[config.mk]
export PLATFORM = sky130hd
export DESIGN_NAME = pac_ram
export DESIGN_NICKNAME = d
export VERILOG_FILES = /design/src/rtl/pac_ram.sv
export SDC_FILE = /design/constraint.sdc
export NUM_CORES = 1
export LEC_CHECK = 0
export BUFFER_PORTS_ARGS = -buffer_cell sky130_fd_sc_hd__buf_2
export CORE_MARGIN = 2
export CORE_UTILIZATION = 62
export DETAILED_ROUTE_END_ITERATION = 10
export GPL_ROUTABILITY_DRIVEN = 0
export MAX_ROUTING_LAYER = met4
export PLACE_DENSITY = 0.79
export SYNTH_ARGS = -nofsm -noshare
export SYNTH_HDL_FRONTEND = slang
export SYNTH_SLANG_ARGS = --single-unit
[constraint.sdc]
create_clock -name clk -period 2.2 [get_ports clk]
set_input_delay 0 -clock clk [delete_from_list [all_inputs] [get_ports clk]]
set_output_delay 0 -clock clk [all_outputs]
set_load 0.05 [all_outputs]
[src/rtl/pac_ram.sv]
// Generic single-port write, single-port read RAM with registered read.
// No dependencies.
module pac_ram #(
  parameter int WIDTH = 16,
  parameter int DEPTH = 32
) (
  input  logic                     clk,
  input  logic                     we,
  input  logic [$clog2(DEPTH)-1:0] waddr,
  input  logic [WIDTH-1:0]         wdata,
  input  logic [$clog2(DEPTH)-1:0] raddr,
  output logic [WIDTH-1:0]         rdata
);
  logic [WIDTH-1:0] mem [DEPTH];

  always_ff @(posedge clk) begin
    if (we) mem[waddr] <= wdata;
    rdata <= mem[raddr];
  end
endmodule

# After elaboration in Yosys (flattened, before gate mapping)
# Memories as Yosys holds them, arrays and structs flattened. A register that Yosys moved wholly into a read port is not among the register bits.
# Cells that the tools add are included.
# op_classes
mux	2
# ops
cell	count
1-bit 2-to-1 mux	2
# totals
regBits	0
ram_bits	512
inputBits	28
output_inout_bits	16
elab_cells	3
mem_count	1
# mem_list
memory	depth	word_bits	rd	rd_ports_with_merged_regs	write_ports	line_no	source
mem	32	16	1	1	1	14	logic [WIDTH-1:0] mem [DEPTH];

# Depth between registers and ports, before layout
# depth
ltp_word	2
mapped_depth	8
depth_no_buf	5

# Worst setup path before layout
# Ideal clock, no wire load.
# synth_timing
kind	input to register
from	input waddr[1]
to	memory mem[12][0], enable pin
setup_ns	0.388
arrival_time_ns	1.352
required_time_ns	1.812
slack_ns	0.460
stages	3
n_path_buf	1
path_cell_list	or3b_2 clkbuf_1 nor2_1
# synth_rtl
item	line_no	source
from (decl)	9	input logic [$clog2(DEPTH)-1:0] waddr,
to (decl)	14	
# Straight into the memory's write port.

==> flow_summary.json <==
{
  "avgSynthCellArea_um2": 17.97,
  "fp.dieH_um": 186.0,
  "clockBufferDepth": 3,
  "dieArea_um2": 34590,
  "synth_most_common_cell": "edfxtp_1",
  "synthXorXnorAreaFrac_pct": 0,
  "pre_cts_ws_ns": 0.2127,
  "fin_skew_ns": 0.01666,
  "comb_power_share_pct": 6.1,
  "port_buffers": 43,
  "drive_above_1_share_pct": 14.47,
  "peakVddDrop_mv": 0.8438,
  "timing.final.crit_share_pct": 75.42,
  "setup_viol": 0,
  "cts_hold_buf": 13,
  "start_util_pct": 63.12,
  "startpoint_type": "primary input",
  "nFillCells": 2029,
  "fin_nets": 1288,
  "muxShareOfSynthArea_pct": 12.48,
  "rsz0062_at_grt": "no",
  "core_um2": 32540,
  "synthSimpleGateAreaFrac_pct": 3.491,
  "async_flop_share_pct": 0,
  "synth_common_cells": "edfxtp_1 (512), mux2i_1 (256), a22oi_1 (64)",
  "power.share.clock_pct": 39.0,
  "grt_start_max_net_pins": 47,
  "critPathKind": "primary input to register",
  "max_cap_viol_count": 0,
  "post_drt_wl_per_cell_um": 26.09,
  "syn_to_final_growth_pct": 12.80,
  "synthDistinctLibCells": 26,
  "end_kind": "register",
  "relSlewSlack_pct": 51.04,
  "postLayoutCoreUtil_pct": 71.20,
  "slowest_delay_ns": 0.52,
  "p_seq_share_pct": 54.9,
  "drv_slew": 0,
  "p_int_mw": 16.15,
  "p_per_area_nw_per_um2": 884.3,
  "power_leakage_nw": 8.217,
  "antenna_left": 0,
  "synth_top_area_share_pct": 74.87,
  "tns_ns": 0,
  "cp_top_family": "buffers and inverters",
  "switching_share_pct": 21.18,
  "setup_slack_ns": 0.5407,
  "yosysTopAreaCell": "edfxtp_1",
  "cts_tree": "yes",
  "rows": 66,
  "firstDrtPassIters": 5,
  "arrival_ns": 2.06,
  "dp_hpwl_mm": 26.46,
  "antenna_found_initial": 0,
  "htreeDepth": 2,
  "routed_via_density": 6.301,
  "grt_use_total_pct": 27.65,
  "synth_compound_area_share_pct": 4.972,
  "grt_pass1_wl_mm": 66.81,
  "clk_latency_ns": 0.56,
  "overflow": 0,
  "synthCells": 1143,
  "fmax_ghz": 0.6027,
  "drc": 0,
  "synthAdderAreaFrac_pct": 0,
  "fp.dieW_um": 186.0,
  "hold_path.class": "primary input to register",
  "netlist_area_um2": 20540,
  "yosys-top-cells-area": "edfxtp_1 (75%), mux2i_1 (12%), a22oi_1 (2.3%)",
  "io_pins": 44,
  "cts_resized": 0,
  "p_sw_mw": 4.338,
  "wl_mm": 45.42,
  "ys_ff_latch": 528,
  "critPathMaxFanout": 16,
  "initialDrtViolationCount": 1551,
  "crit_buf_inv": 3,
  "cp_cell_sequence": "dlygate4sd3_1, buf_2, or2_1, buf_4, nor3_1, a31oi_1, nand3_1",
  "cts_sinks": 528,
  "hold_viol_final": 0,
  "synth_edf_count": 512,
  "crit_slowest_cell": "dlygate4sd3_1",
  "tightest_slew_ns": 0.7344,
  "via_count": 10970,
  "ctsRootBufferMaster": "clkbuf_16",
  "insertedDiodeCount": 0,
  "path_clk_slew_ns": 0.06,
  "synth_nets": 1171,
  "cts_buffers": 50,
  "seq_area_frac_synth_pct": 76.43,
  "min_period_ns": 1.659,
  "required_ns": 2.61,
  "grt_pass1_vias": 10840,
  "synth_top_family_by_area": "multiplexers",
  "outcome": "finished, final reports clean",
  "yosys_warnings": 0,
  "ys.flop_type": "edfxtp_1",
  "postCtsSetupRepairBufs": 0
}
[power groups by stage]
stage | clock network [mW] | registers [mW] | logic, mW
2_1_floorplan | 0 | 11.6 | 0.628
3_3_place_gp | 0 | 11.4 | 1.19
3_5_place_dp | 0 | 11.4 | 1.22
4_1_cts | 8.04 | 11.2 | 1.25
5_1_grt | 8.48 | 11.2 | 1.33
6_report | 7.99 | 11.2 | 1.26
[placed cells by master, fill, tap and decap left out, types with 3 or more instances in the layout]
master / netlist / final
nor3_1: 16 / 16
edfxtp_1: 512 / 512
nand3b_1: 5 / 5
buf_2: 19 / 42
clkbuf_16: 0 / 53
clkbuf_1: 12 / 19
buf_12: 5 / 12
dfxtp_1: 16 / 16
nand3_1: 34 / 34
nand2_1: 33 / 33
clkinv_1: 0 / 10
a31oi_1: 16 / 16
a22o_1: 32 / 32
a22oi_1: 64 / 64
dlygate4sd3_1: 0 / 13
nand4_1: 16 / 16
a21oi_1: 32 / 32
clkbuf_8: 0 / 5
nor2_1: 33 / 33
buf_4: 19 / 64
or3b_2: 3 / 3
mux2i_1: 256 / 256
clkinv_2: 0 / 4
[sequential cells by signal, indices dropped and copies added, names as in the netlist]
name	cells
rdata	16
mem	512
[cell families (layout without fill, tap and decap cells)]
kind of cell,after synthesis,after routing
flip-flops,528,528
AND/OR/NAND/NOR,148,148
AO/OA/AOI/OAI,144,144
multiplexers,256,256
buffers and inverters,67,223
[area by class of cell]
type | instances | area (um^2) | area share [%]
Clock inverter | 14 | 57.56 | 0.2485
Tap cell | 442 | 553.0 | 2.387
Multi-Input combinational cell | 548 | 4317 | 18.63
Timing Repair Buffer | 132 | 1076 | 4.645
Sequential cell | 528 | 15700 | 67.75
Clock buffer | 77 | 1466 | 6.330
[worst paths after layout]
path              slack, ns              endpoint  depth (start not counted)             startpoint
setup reg to reg       0.66      rdata[8]$_DFF_P_                          5    mem[3][8]$_DFFE_PP_
setup / recovery       0.54      rdata[8]$_DFF_P_                          7               raddr[4]
hold reg to reg        0.61     rdata[12]$_DFF_P_                          4  mem[10][12]$_DFFE_PP_
hold / removal         0.01  mem[7][15]$_DFFE_PP_                          1              wdata[15]
[stage by stage]
stage | total power, mW | area, um^2 | hold slack (ns) | instances
final | 20.48 | 23160 | 0.01107 | 1741
after global routing | 21.05 | 23160 | 0.02277 | 1741
after CTS | 20.53 | 23160 | 0.0006667 | 1741
after detailed placement | 12.67 | 21510 | 0.4698 | 1637
after global placement | 12.63 | 21510 | 0.4669 | 1637
after floorplan | 12.20 | 20540 | 0.09887 | 1143
[metal layers]
metal	vias up	wire [um]	GRT usage, %
met2	569	22060	43.49
met4	0	881	6.992
met5	-	0	-
li1	4790	-	-
met3	78	4076	4.070
met1	5533	18400	38.73
Power figures use the tool's default switching activity.
