==> src/rtl/pac_pkg.sv <==
// Shared types and constants for the polygon area and centroid block.
// No dependencies.
package pac_pkg;
  localparam int COORD_BITS = 16;
  localparam int AREA_W = 39;
  localparam int MOM_W  = 56;
  localparam int PROD_W = 34;

  typedef enum logic [1:0] {
    ST_OK      = 2'd0,
    ST_ZERO    = 2'd1,
    ST_DROPPED = 2'd2
  } status_t;

  typedef struct packed {
    logic    start;
    logic    zero;
    logic    dropped;
  } div_ctl_t;
endpackage

==> src/rtl/pac_div.sv <==
// Restoring divider, one quotient bit per cycle, with round half away from zero.
// Uses pac_pkg.
module pac_div (
  input  logic                      clk,
  input  logic                      rst_n,
  input  logic                      start,
  input  logic signed [pac_pkg::MOM_W-1:0]  num,
  input  logic signed [pac_pkg::AREA_W+1:0] den,
  output logic                      done,
  output logic signed [pac_pkg::MOM_W:0]    quo
);
  import pac_pkg::*;
  localparam int CW = $clog2(MOM_W + 1);

  logic [MOM_W-1:0]  an_r, an_nxt;
  logic [AREA_W:0]   ad_r, ad_nxt;
  logic [AREA_W+1:0] rem_r, rem_nxt;
  logic [MOM_W:0]    q_r, q_nxt;
  logic              neg_r, neg_nxt;
  logic [CW-1:0]     cnt_r, cnt_nxt;
  logic              busy_r, busy_nxt, done_r, done_nxt;
  logic [AREA_W+1:0] trial;
  logic [MOM_W:0]    qr;

  always_comb begin
    an_nxt = an_r; ad_nxt = ad_r; rem_nxt = rem_r; q_nxt = q_r; neg_nxt = neg_r;
    cnt_nxt = cnt_r; busy_nxt = busy_r; done_nxt = 1'b0;
    trial = {rem_r[AREA_W:0], an_r[MOM_W-1]};
    if (start) begin
      // numerator plus half the divisor is folded in before dividing
      an_nxt = (num[MOM_W-1] ? MOM_W'(-num) : MOM_W'(num));
      ad_nxt = (den[AREA_W+1] ? (AREA_W+1)'(-den) : (AREA_W+1)'(den));
      neg_nxt = num[MOM_W-1] ^ den[AREA_W+1];
      rem_nxt = '0; q_nxt = '0; cnt_nxt = CW'(MOM_W); busy_nxt = 1'b1;
    end else if (busy_r) begin
      if (cnt_r == CW'(MOM_W)) begin
        q_nxt = (MOM_W+1)'(an_r) + (MOM_W+1)'(ad_r >> 1);
        an_nxt = q_nxt[MOM_W-1:0];
        rem_nxt = {{(AREA_W+1){1'b0}}, q_nxt[MOM_W]};
        q_nxt = '0;
        cnt_nxt = cnt_r - 1'b1;
      end else begin
        if (trial >= {1'b0, ad_r}) begin
          rem_nxt = trial - {1'b0, ad_r};
          q_nxt = {q_r[MOM_W-1:0], 1'b1};
        end else begin
          rem_nxt = trial;
          q_nxt = {q_r[MOM_W-1:0], 1'b0};
        end
        an_nxt = {an_r[MOM_W-2:0], 1'b0};
        if (cnt_r == '0) begin
          busy_nxt = 1'b0; done_nxt = 1'b1;
        end else cnt_nxt = cnt_r - 1'b1;
      end
    end
  end

  always_ff @(posedge clk) begin
    an_r <= an_nxt; ad_r <= ad_nxt; rem_r <= rem_nxt; q_r <= q_nxt; neg_r <= neg_nxt;
    cnt_r <= cnt_nxt;
    if (!rst_n) begin
      busy_r <= 1'b0; done_r <= 1'b0;
    end else begin
      busy_r <= busy_nxt; done_r <= done_nxt;
    end
  end

  assign qr   = q_r;
  assign done = done_r;
  assign quo  = neg_r ? -qr : qr;
endmodule

==> config.mk <==
export PLATFORM = sky130hd
export DESIGN_NAME = pac_div
export DESIGN_NICKNAME = d
export VERILOG_FILES = /design/src/rtl/pac_pkg.sv /design/src/rtl/pac_div.sv
export SDC_FILE = /design/constraint.sdc
export NUM_CORES = 1
export LEC_CHECK = 0
export BUFFER_PORTS_ARGS = -buffer_cell sky130_fd_sc_hd__buf_2
export CAP_MARGIN = 10
export CORE_MARGIN = 2
export CORE_UTILIZATION = 45
export CTS_BUF_LIST = sky130_fd_sc_hd__clkbuf_8
export CTS_CLUSTER_SIZE = 40
export DETAILED_ROUTE_END_ITERATION = 10
export GPL_ROUTABILITY_DRIVEN = 1
export MAX_ROUTING_LAYER = met4
export PLACE_DENSITY = 0.62
export SLEW_MARGIN = 40
export SYNTH_ARGS = -nofsm -noshare
export SYNTH_HDL_FRONTEND = slang
export SYNTH_SLANG_ARGS = --single-unit
==> constraint.sdc <==
create_clock -name clk -period 5.5 [get_ports clk]
set_input_delay 1.1 -clock clk [delete_from_list [all_inputs] [get_ports clk]]
set_output_delay 1.1 -clock clk [all_outputs]
set_load 0.1 [all_outputs]
After elaboration in Yosys (flattened, before gate mapping)

Cells that the tools add are included.

Add/sub/neg operators: 6
Order comparisons: 1
Equal/unequal tests: 2
Multiplexer cells: 17
Bitwise logic cells: 3
Reduce and logical (&&, ||, !) cells: 4

Operators by type and width:

| operator            | count |
|---|---|
| $mux 56             | 4 |
| $mux 40             | 3 |
| $mux 57             | 2 |
| $add 56x39->57      | 1 |
| $neg 57->57         | 1 |
| $neg 56->56         | 1 |
| $ge 41x40->1        | 1 |
| $neg 40->40         | 1 |
| $sub 40x40->40      | 1 |
| $mux 6              | 2 |
| $eq 6x6->1 const B  | 1 |
| $logic_not 6->1     | 1 |
| $mux 1              | 6 |
| $sub 6x1->6 const B | 1 |
| $reduce_or 4->1     | 1 |
| $ne 2x2->1 const B  | 1 |
| $not 1->1           | 2 |
| $reduce_and 2->1    | 1 |
| $reduce_bool 2->1   | 1 |
| $xor 1x1->1         | 1 |

Register bits: 202
Input port bits: 100
Output and inout port bits: 58
Logic and storage cells: 41

Depth between registers and ports, before layout

Depth in word-level cells: 5
Gate-level depth with buffers: 14

Least setup slack after synthesis

No wires, ideal clock.

Path type: register to output
Start point: register q_r[6]
End point: output quo[51] (netlist name)
Data arrival time: 4171 ps
Data required time: 4400 ps
Setup slack: 229 ps
Cell stages (with the launch flop): 11
Cell sequence: dfxtp_1 or4_4 or3_1 buf_2 or2_1 or4_4 or3_4 or4_4 buf_6 o41ai_4 xnor2_1

Longest elaborated chain between the ends: 2

RTL lines:

| item                   | RTL line      | source |
|---|---|---|
| start, declared        | pac_div.sv:18 | `logic [MOM_W:0] q_r, q_nxt;` |
| start signal, assigned | pac_div.sv:59 | `an_r <= an_nxt; ad_r <= ad_nxt; rem_r <= rem_nxt; q_r <= q_nxt; neg_r <= neg_nxt;` |
| $neg 57->57            | pac_div.sv:70 | `assign quo = neg_r ? -qr : qr;` |
| $mux 57                | pac_div.sv:70 |  |
| end, declared          | pac_div.sv:10 | `output logic signed [pac_pkg::MOM_W:0] quo` |

No other way between the ends.

Worst setup path in the final report

Start point: register q_r[12]
End point: output quo[43] (netlist name)

Same word-level chain as after synthesis.

==> impl_metrics.json <==
{
  "crit_fanout": 8,
  "cp-start-kind": "flip-flop",
  "clock-root-buffer": "clkbuf_8",
  "fin_crit_sh": 0.980,
  "routedWlPerCell_um": 17.5,
  "r2r_start": "an_r[4]$_DFFE_PP_",
  "worst_pin_slew_ps": 776,
  "synth_area_mm2": 0.0154,
  "r2r_slack_ps": 1190,
  "clk-insertion-delay-late_ps": 550,
  "fin_crit_ps": 5390,
  "max_freq_mhz": 186,
  "drt_iter0_markers": 982,
  "dpl.hpwl_mm": 31.5,
  "dieArea_mm2": 0.0357,
  "skew_ps": 25.9,
  "hold_buffers": 0,
  "power_frac_comb": 0.319,
  "yosys_warnings": 0,
  "mostFrequentLayoutCells": "nand2_1 (179), xnor2_1 (144), buf_2 (142)",
  "clk_pin_slew_ps": 50,
  "r2r-end": "an_r[31]$_DFFE_PP_",
  "drv_slew": 0,
  "grt_overflow_total": 0,
  "fin_area_mm2": 0.0174,
  "port_buffers": 157,
  "viasPerCell": 5.79,
  "switching_power_mw": 1.74,
  "post-place-cells": 2327,
  "ys_seq_elements": 202,
  "max-vdd-ir-drop_mv": 0.166,
  "final_common_cell": "nand2_1",
  "crit_type": "reg2out",
  "r2r_cells": 12,
  "antenna_found_initial": 2,
  "dr.pass1.iters": 5,
  "grt_pass1_wl_mm": 68.2,
  "layout-drive-gt1-share": 0.132,
  "grt_pass1_vias": 13200,
  "pwr-share-clk": 0.290,
  "relSlewSlack": 0.482,
  "min_path_cells": 2,
  "p_per_area_mw_per_mm2": 276,
  "start_util": 0.457,
  "vias": 13900,
  "min-delay-path-class": "reg2reg",
  "synthesis.nets": 1992,
  "drc_errors": 0,
  "clock_sinks": 202,
  "die_w_um": 189,
  "io_pins": 158,
  "cp.required_ps": 4400,
  "placed_area_mm2": 0.0165,
  "synth_edf_count": 97,
  "end_kind": "output pin",
  "cap_violations": 0,
  "power.leakage_nw": 7.20,
  "area_delta_synth_final_pct": 13.0,
  "ys.flop_type": "dfxtp_1",
  "cts_tree": "yes",
  "setup_viol": 0,
  "wl_mm": 42.2,
  "gp_congestion": 0.918,
  "ys_seq_area_frac": 0.326,
  "pwr-share-seq": 0.391,
  "status": "completed",
  "htree_levels": 2,
  "track_usage": 0.240,
  "grt_setup_unrepaired": "yes",
  "min_from": "rem_r[19]$_SDFFE_PP0P_",
  "synth_area_per_cell_um2": 8.51,
  "cts_made_buffers": 39,
  "stdcell_count": 2407,
  "p_int_mw": 3.06,
  "final_nets": 2112,
  "final_hold_viol_count": 0,
  "async_reset_ff_frac": 0,
  "ys_types": 74,
  "core_area_mm2": 0.0336,
  "switching_share": 0.362,
  "grt_max_degree": 95,
  "synthCells": 1806,
  "clk_path_buf_depth": 3,
  "rows": 67,
  "critPathArrivalTime_ps": 4290,
  "hold_end": "rem_r[19]$_SDFFE_PP0P_",
  "ant_nets": 0,
  "fp.dieH_um": 189
}
[kinds of logic (layout without fill, tap and decap cells)]
logic type | after synthesis | after routing | synth area share
compound gates | 583 | 583 | 0.251
xor+xnor | 227 | 227 | 0.129
fa+ha+maj | 86 | 86 | 0.0710
buf+inv | 173 | 324 | 0.0431
flops | 202 | 202 | 0.326
mux | 29 | 29 | 0.0190
other cells | 0 | 2 | 0
simple gates | 506 | 506 | 0.161
[through the flow]
step           TNS, ps  utilization  hold WS, ps  setup slack [ps]  power, mW
2_1_floorplan        0            -          446               229       3.00
3_3_place_gp         0        0.489          468               443       3.40
3_5_place_dp         0        0.490          474               387       3.42
4_1_cts          -38.7        0.513          484             -38.7       4.84
5_1_grt           -243        0.517          503              -103       5.11
6_report             0        0.517          482               111       4.80
[area by class of cell]
class / instances / area, µm²
Fill cell: 3312 / 16200
Multi-Input combinational cell: 1431 / 9790
Sequential cell: 202 / 5020
Timing Repair Buffer: 174 / 992
Clock buffer: 42 / 578
Tap cell: 448 / 561
Inverter: 78 / 293
Clock inverter: 30 / 139
Antenna cell: 2 / 5.00
[synth_stat cells, types with 4 or more instances]
master	n	area, µm²
mux2i_1	28	280
o21bai_1	11	82.6
o21a_1	15	113
a21oi_1	138	691
nand3_1	36	180
and4_1	5	43.8
and3_1	14	87.6
inv_1	78	293
a31oi_1	12	75.1
o41ai_1	22	193
nand2b_1	21	131
xor2_1	83	727
o31ai_1	46	345
o31a_1	4	35.0
a211oi_1	36	270
a21o_1	42	315
o21ai_1	9	45.0
nand4_1	17	106
o21ai_0	134	671
a22o_1	58	508
nor3b_1	5	37.5
nor2_1	105	394
or2_2	4	25.0
buf_1	11	41.3
nor2b_1	14	87.6
nor3_1	26	130
clkbuf_1	80	300
or4_4	4	45.0
nand2_1	180	676
or4_1	21	158
ha_1	84	1050
o211ai_1	11	82.6
xnor2_1	144	1260
dfxtp_1	105	2100
nand3b_1	4	30.0
o221ai_1	7	61.3
or3_1	23	144
edfxtp_1	97	2910
nor4_1	20	125
[power by group through the flow]
stage | clock network [mW] | logic, mW | registers (mW)
global placement | 0 | 1.49 | 1.91
detailed placement | 0 | 1.51 | 1.91
global route | 1.50 | 1.72 | 1.89
finish | 1.39 | 1.53 | 1.88
floorplan | 0 | 1.16 | 1.84
CTS | 1.43 | 1.52 | 1.88
[routing by layer]
metal	wire length (µm)	vias to the layer above	track usage
li1	-	6923	-
met1	19800	6589	0.320
met2	18900	359	0.381
met3	2290	75	0.0315
met4	1140	0	0.0700
met5	0	-	-
[state kept, by name (all words and copies together), names as in the netlist]
name and count:
busy_r 1, ad_r 40, q_r 57, an_r 56, neg_r 1, rem_r 40, cnt_r 6, done 1
[worst max path at each step]
| stage | startpoint | endpoint | slack (ps) | depth (start not counted) |
|---|---|---|---|---|
| after floorplan | q_r[6]$_SDFFE_PP0P_ | quo[51] | 230 | 10 |
| after global placement | q_r[6]$_SDFFE_PP0P_ | quo[51] | 440 | 9 |
| after detailed placement | q_r[11]$_SDFFE_PP0P_ | quo[51] | 390 | 10 |
| after CTS | q_r[11]$_SDFFE_PP0P_ | quo[51] | -40 | 10 |
| after global routing | q_r[12]$_SDFFE_PP0P_ | quo[43] | -100 | 10 |
| final | q_r[12]$_SDFFE_PP0P_ | quo[43] | 110 | 10 |
[critical path: stages (launching register included)]
cell	delay, ps
dfxtp_2	350
or4_4	560
nor4_4	330
nand4b_1	150
or2_4	300
or4_4	440
or3_4	360
or4_4	530
o41ai_4	320
xnor2_1	170
buf_6	250
[timing repair]
| action | CTS | global route |
|---|---|---|
| gates resized for setup | 18 | 17 |
| setup endpoints to repair | 12 | 17 |
| setup buffers | 0 | 6 |
| pin swaps | 0 | 9 |
No activity file was read; power rests on OpenSTA's default activity.
